File: src/rtl/core/cfe_pkg.sv
// Shared definitions for the CRC-16 command frame encoder.
// Request and status codes, the result job record and the CRC byte update.
// No dependencies.
`default_nettype none

package cfe_pkg;

  // Request type codes
  localparam logic [1:0] REQ_START   = 2'd0;
  localparam logic [1:0] REQ_PAYLOAD = 2'd1;
  localparam logic [1:0] REQ_RESP    = 2'd2;

  // Response status codes
  localparam logic [1:0] STAT_ACK    = 2'd0;
  localparam logic [1:0] STAT_NACK   = 2'd1;
  localparam logic [1:0] STAT_UNEXP  = 2'd2;

  // Result kinds
  localparam logic KIND_FRAME = 1'b0;
  localparam logic KIND_RESP  = 1'b1;

  // Configuration register indexes
  localparam logic CFG_ACK  = 1'b0;
  localparam logic CFG_NACK = 1'b1;

  // Frame constants
  localparam logic [7:0]  SYNC_FIRST  = 8'hAA;
  localparam logic [7:0]  SYNC_SECOND = 8'hBB;
  localparam logic [15:0] CRC_POLY    = 16'h1021;
  localparam logic [15:0] CRC_INIT    = 16'h0000;

  localparam int unsigned MAX_RES = 6;

  // Reset values of the code registers
  localparam logic [7:0] ACK_RESET  = 8'd121;
  localparam logic [7:0] NACK_RESET = 8'd31;

  // All results caused by one transaction
  typedef struct packed {
    logic                       kind;
    logic [1:0]                 status;
    logic [MAX_RES-1:0][7:0]    bytes;     // element 0 goes out first
    logic [2:0]                 last_idx;  // index of the final result
  } job_t;

  // CRC-16/XMODEM update by one byte, MSB first
  function automatic logic [15:0] crc_byte(input logic [15:0] crc, input logic [7:0] b);
    logic [15:0] c;
    c = crc ^ {b, 8'h00};
    for (int i = 0; i < 8; i++) begin
      if (c[15]) begin
        c = {c[14:0], 1'b0} ^ CRC_POLY;
      end else begin
        c = {c[14:0], 1'b0};
      end
    end
    return c;
  endfunction

endpackage

`default_nettype wire

File: src/rtl/core/cfe_seq.sv
// Result sequencer: holds one transaction's results and issues them one per
// cycle, unless out_ready stalls, through a registered output stage. Depends on cfe_pkg.
`default_nettype none

module cfe_seq
  import cfe_pkg::*;
(
  input  wire logic       clk,
  input  wire logic       rst_n,
  input  wire logic       job_load,
  input  wire job_t       job_in,
  output logic            job_free,
  output logic            out_valid,
  input  wire logic       out_ready,
  output logic            out_result_kind,
  output logic [7:0]      out_out_byte,
  output logic [1:0]      out_resp_status,
  output logic            out_last
);

  logic       job_valid_r, job_valid_nxt;
  job_t       job_r;
  logic [2:0] idx_r, idx_nxt;
  logic       out_valid_r, out_valid_nxt;
  logic       kind_r;
  logic [7:0] byte_r;
  logic [1:0] status_r;
  logic       last_r;
  logic       out_load;
  logic       at_last;

  // Move the current result into the output register when it is free
  assign out_load = job_valid_r && (!out_valid_r || out_ready);
  assign at_last  = (idx_r == job_r.last_idx);
  assign job_free = !job_valid_r || (out_load && at_last);

  // Job holding register and result index
  always_comb begin
    job_valid_nxt = job_valid_r;
    idx_nxt       = idx_r;
    if (job_load) begin
      job_valid_nxt = 1'b1;
      idx_nxt       = 3'd0;
    end else if (out_load && at_last) begin
      job_valid_nxt = 1'b0;
    end else if (out_load) begin
      idx_nxt = idx_r + 3'd1;
    end
  end

  // Output stage valid
  always_comb begin
    out_valid_nxt = out_valid_r;
    if (out_load) begin
      out_valid_nxt = 1'b1;
    end else if (out_ready) begin
      out_valid_nxt = 1'b0;
    end
  end

  always_ff @(posedge clk) begin
    if (!rst_n) begin
      job_valid_r <= 1'b0;
      idx_r       <= 3'd0;
      out_valid_r <= 1'b0;
    end else begin
      job_valid_r <= job_valid_nxt;
      idx_r       <= idx_nxt;
      out_valid_r <= out_valid_nxt;
    end
  end

  // Payload registers
  always_ff @(posedge clk) begin
    if (job_load) begin
      job_r <= job_in;
    end
    if (out_load) begin
      kind_r   <= job_r.kind;
      byte_r   <= job_r.bytes[idx_r];
      status_r <= job_r.status;
      last_r   <= at_last;
    end
  end

  assign out_valid       = out_valid_r;
  assign out_result_kind = kind_r;
  assign out_out_byte    = byte_r;
  assign out_resp_status = status_r;
  assign out_last        = last_r;

endmodule

`default_nettype wire

File: src/rtl/core/crc16_command_frame_encoder.sv
// Top level of the CRC-16 command frame encoder and response sorter.
// Depends on cfe_pkg and cfe_seq.
//
//  channel | ports                                   | direction
//  in      | in_valid/in_ready, in_req_type .. data  | transactions in
//  out     | out_valid/out_ready, out_* fields       | results out, one a cycle
//  cfg     | cfg_we, cfg_index, cfg_wdata            | register writes
//
// A transaction is decoded and the frame state updated in the cycle it is
// accepted; its results (up to six) leave one per cycle from the output
// register while out_ready allows. The next transaction is taken in the
// cycle the last result enters the output register, or while none is held.
// Reset is synchronous, active low; an out_ready stall holds the output and job.
`default_nettype none

module crc16_command_frame_encoder
  import cfe_pkg::*;
(
  input  wire logic       clk,
  input  wire logic       rst_n,
  input  wire logic       in_valid,
  output logic            in_ready,
  input  wire logic [1:0] in_req_type,
  input  wire logic [7:0] in_cmd_code,
  input  wire logic [7:0] in_payload_len,
  input  wire logic [7:0] in_data_byte,
  output logic            out_valid,
  input  wire logic       out_ready,
  output logic            out_result_kind,
  output logic [7:0]      out_out_byte,
  output logic [1:0]      out_resp_status,
  output logic            out_last,
  input  wire logic       cfg_we,
  input  wire logic       cfg_index,
  input  wire logic [7:0] cfg_wdata
);

  logic [7:0]  ack_code_r, nack_code_r;
  logic [15:0] crc_r, crc_nxt;
  logic [7:0]  left_r, left_nxt;
  logic        open_r, open_nxt;
  logic        accept;
  logic        job_free;
  logic        job_load;
  job_t        job;
  logic [15:0] crc_hdr, crc_pay;

  assign in_ready = job_free;
  assign accept   = in_valid && in_ready;

  // CRC of the header bytes and of the running frame with this payload byte
  assign crc_hdr = crc_byte(crc_byte(CRC_INIT, in_cmd_code), in_payload_len);
  assign crc_pay = crc_byte(crc_r, in_data_byte);

  // Decode one transaction into its result list and next frame state
  always_comb begin
    job          = '0;
    job_load     = 1'b0;
    crc_nxt      = crc_r;
    left_nxt     = left_r;
    open_nxt     = open_r;
    job.kind     = KIND_FRAME;
    job.status   = STAT_ACK;
    case (in_req_type)
      REQ_START: begin
        job_load     = 1'b1;
        job.bytes[0] = SYNC_FIRST;
        job.bytes[1] = SYNC_SECOND;
        job.bytes[2] = in_cmd_code;
        job.bytes[3] = in_payload_len;
        job.bytes[4] = crc_hdr[15:8];
        job.bytes[5] = crc_hdr[7:0];
        crc_nxt      = crc_hdr;
        if (in_payload_len == 8'd0) begin
          job.last_idx = 3'd5;
          left_nxt     = 8'd0;
          open_nxt     = 1'b0;
        end else begin
          job.last_idx = 3'd3;
          left_nxt     = in_payload_len;
          open_nxt     = 1'b1;
        end
      end
      REQ_PAYLOAD: begin
        // dropped when no frame is open
        if (open_r) begin
          job_load     = 1'b1;
          job.bytes[0] = in_data_byte;
          job.bytes[1] = crc_pay[15:8];
          job.bytes[2] = crc_pay[7:0];
          crc_nxt      = crc_pay;
          left_nxt     = left_r - 8'd1;
          if (left_r == 8'd1) begin
            job.last_idx = 3'd2;
            open_nxt     = 1'b0;
          end else begin
            job.last_idx = 3'd0;
          end
        end
      end
      REQ_RESP: begin
        job_load     = 1'b1;
        job.kind     = KIND_RESP;
        job.last_idx = 3'd0;
        if (in_data_byte == ack_code_r) begin
          job.status = STAT_ACK;
        end else if (in_data_byte == nack_code_r) begin
          job.status = STAT_NACK;
        end else begin
          job.status = STAT_UNEXP;
        end
      end
      default: begin
        // unused request code: no results, no state change
      end
    endcase
  end

  // Frame state, updated on accepted transactions
  always_ff @(posedge clk) begin
    if (!rst_n) begin
      crc_r  <= CRC_INIT;
      left_r <= 8'd0;
      open_r <= 1'b0;
    end else if (accept) begin
      crc_r  <= crc_nxt;
      left_r <= left_nxt;
      open_r <= open_nxt;
    end
  end

  // Code registers
  always_ff @(posedge clk) begin
    if (!rst_n) begin
      ack_code_r  <= ACK_RESET;
      nack_code_r <= NACK_RESET;
    end else if (cfg_we) begin
      case (cfg_index)
        CFG_ACK:  ack_code_r  <= cfg_wdata;
        CFG_NACK: nack_code_r <= cfg_wdata;
        default:  ack_code_r  <= ack_code_r;
      endcase
    end
  end

  cfe_seq u_seq (
    .clk             (clk),
    .rst_n           (rst_n),
    .job_load        (accept && job_load),
    .job_in          (job),
    .job_free        (job_free),
    .out_valid       (out_valid),
    .out_ready       (out_ready),
    .out_result_kind (out_result_kind),
    .out_out_byte    (out_out_byte),
    .out_resp_status (out_resp_status),
    .out_last        (out_last)
  );

endmodule

`default_nettype wire
File: config.mk
export PLATFORM = sky130hd
export DESIGN_NAME = crc16_command_frame_encoder
export DESIGN_NICKNAME = d
export VERILOG_FILES = /design/src/rtl/core/cfe_pkg.sv /design/src/rtl/core/cfe_seq.sv /design/src/rtl/core/crc16_command_frame_encoder.sv
export SDC_FILE = /design/constraint.sdc
export NUM_CORES = 1
export LEC_CHECK = 0
export CAP_MARGIN = 20
export CORE_ASPECT_RATIO = 0.9
export CORE_MARGIN = 4
export CORE_UTILIZATION = 40
export DETAILED_ROUTE_END_ITERATION = 7
export DONT_BUFFER_PORTS = 1
export PLACE_DENSITY = 0.56
export SETUP_SLACK_MARGIN = 0.1
export SYNTH_ARGS = -nofsm -noshare
export SYNTH_HDL_FRONTEND = slang
export SYNTH_SLANG_ARGS = --single-unit
File: constraint.sdc
create_clock -name clk -period 6.75 [get_ports clk]
set_input_delay 0.3375 -clock clk [delete_from_list [all_inputs] [get_ports clk]]
set_output_delay 0.3375 -clock clk [all_outputs]
set_load 0.05 [all_outputs]
==> results_dict.tcl <==
set metrics [dict create \
    outcome "finished, final reports clean" \
    clockBufferDepth 2 \
    cts_hold_buffers 0 \
    slew_headroom 0.329 \
    nets 559 \
    via_per_inst 5.46 \
    max_stage_delay_ps 860 \
    postRouteAntennaNets 0 \
    drtIter0Drc 421 \
    clkLatencyLatePin_ps 360 \
    portBuffers 0 \
    worstPathArrival_ps 3520 \
    synth_top_area_frac 0.337 \
    ys_top_cells_by_area "edfxtp_1 34%, dfxtp_1 16%, xnor2_1 6.4%" \
    core_um2 14200 \
    path_buf_inv 1 \
    final_layout_size_suffix_gt1_frac 0.0845 \
    postCtsSetupBuffers 0 \
    drt-total-wl_um 14600 \
    drv_cap 0 \
    slowest_stage "o41a_1" \
    root_buffer "clkbuf_16" \
    area_growth_pct 6.87 \
    clk_pin_slew_ps 80 \
    worstMarginPinSlew_ps 1010 \
    rsz0062_at_grt "no" \
    fill_cells 1321 \
    first_global_vias 3848 \
    die_w_um 136 \
    finalSetupTns_ps 0 \
    yosysWarnings 0 \
    overflow 0 \
    drt-pass1-iter-count 5 \
    critPathTopFamily "compound AO/OA/AOI/OAI gates" \
    hold_viol_final 0 \
    cts_resized 0 \
    synth_edf_count 66 \
    n_antenna_cell 0 \
    synth_nets 578 \
    grt_max_degree 31 \
    cts_tree "yes" \
    finClkSkew_ps 8.27 \
    die_y_um 123 \
    dp_hpwl_um 11100 \
    layout_commonest_cell "nand2_1" \
    grtUsageTotal 0.183 \
    max_freq_mhz 303 \
    finalPower_mw 1.63 \
    gp_congestion 0.877 \
    slew_viol_final 0 \
    grt_pass1_wl_um 22800 \
    worstSetupPathType "reg2reg" \
    avgSynthCellArea_um2 11.0 \
    end_kind "register" \
    wl_per_cell_um 20.4 \
    syn-cell-area_um2 5880 \
    drc 0 \
    layout_common_cells "71 x nand2_1, 66 x edfxtp_1, 46 x dfxtp_1" \
    antenna_found_initial 0 \
    rows 41 \
    ys_ff_latch 112 \
    pin_count 54 \
    setup_violations 0 \
    seqCellArea_um2 2900 \
    synthArstFlopShare 0 \
    p_per_area_nw_per_um2 259 \
    cp-start-kind "register" \
    num_vias 3897 \
    ys_types 56 \
    htree_levels 3 \
    multi_input_area_um2 2740 \
    cts_sinks 112 \
    ys.flop_type "edfxtp_1" \
    yosysSeqAreaShare 0.494 \
    irDropWorstVdd_mv 0.128 \
    worstPathRequired_ps 6970 \
    cts_buffers 9 \
    fin_crit_sh 0.488 \
    die_area_um2 16700 \
    p_leak_nw 2.25 \
    crit_path_max_fanout 20 \
    hold_class "in2reg" \
    initial_utilization 0.414 \
    synth_top_area_cell "edfxtp_1" \
    period_needed_ps 3300 \
    synthCells 535 \
    worstPathCellList "xor2_1 -> o41a_1 -> clkinv_2 -> nand4_1 -> o221ai_1" \
]
[sequential cells by signal (all words and copies together), names as in the netlist]
signal / cells
u_seq.job_r: 54
crc_r: 16
ack_code_r: 8
left_r: 8
nack_code_r: 8
u_seq.out_out_byte: 8
u_seq.idx_r: 3
u_seq.out_resp_status: 2
open_r: 1
u_seq.job_valid_r: 1
u_seq.out_last: 1
u_seq.out_result_kind: 1
u_seq.out_valid: 1
[logic make-up after synthesis]
kind of cell | count (synthesis) | synth area share
compound gates | 92 | 0.109
buf+inv | 50 | 0.0415
xor+xnor | 79 | 0.152
simple gates | 177 | 0.141
mux | 22 | 0.0566
flops | 112 | 0.494
fa+ha+maj | 3 | 0.00638
[per-layer routing]
metal / part of all wire / global-route usage
met1: 0.47 / 0.259
met2: 0.45 / 0.275
met3: 0.053 / 0.0448
met4: 0.025 / 0.0630
met5: 0 / 0
[per-stage QoR]
| step | hold slack, ps | util | worst slack, ps | cells | instance area, um2 |
|---|---|---|---|---|---|
| floorplan | 400 | - | 2680 | 535 | 5880 |
| global placement | 411 | 0.420 | 3150 | 696 | 5960 |
| detailed placement | 409 | 0.420 | 3070 | 697 | 5970 |
| CTS | 46.7 | 0.441 | 3070 | 713 | 6270 |
| global route | 43.2 | 0.442 | 3220 | 714 | 6280 |
| finish | 59.1 | 0.442 | 3450 | 714 | 6280 |
[path summary, 6_finish.rpt]
path / startpoint / end / slack [ps] / cells after the start
worst max register to register: u_seq.idx_r[1]$_SDFFE_PP0P_ / crc_r[5]$_SDFFE_PN0P_ / 3450 / 5
worst max-delay path: u_seq.idx_r[1]$_SDFFE_PP0P_ / crc_r[5]$_SDFFE_PN0P_ / 3450 / 5
worst min-delay path: rst_n / ack_code_r[0]$_SDFFE_PN1P_ / 60 / 1
worst min register to register: u_seq.job_r[51]$_SDFFCE_PP0P_ / u_seq.out_resp_status[0]$_DFFE_PP_ / 430 / 0
[report_power, final]
group          total (mW)  switching (mW)  internal, mW
Clock               0.538           0.272         0.266
Sequential          0.805          0.0370         0.768
Combinational       0.287           0.164         0.123
[cell usage after synthesis (all sizes together) (7+ instances only)]
cell    instances
xnor3          12
buf             9
o22ai          12
and2           10
clkbuf         25
xor2           20
xnor2          46
nand4           9
mux2i          10
o211ai          7
inv            14
o21ai          12
nand3          18
dfxtp          46
a21oi          26
mux4            8
nor2           35
nand2          71
edfxtp         66
[cell type report]
type | count | share of cell area
Inverter | 16 | 0.00976
Clock buffer | 9 | 0.0358
Multi-Input combinational cell | 373 | 0.436
Sequential cell | 112 | 0.462
Tap cell | 193 | 0.0384
Clock inverter | 7 | 0.0119
Timing Repair Buffer | 4 | 0.00597
Note: power is estimated with default switching activity, not from simulation.
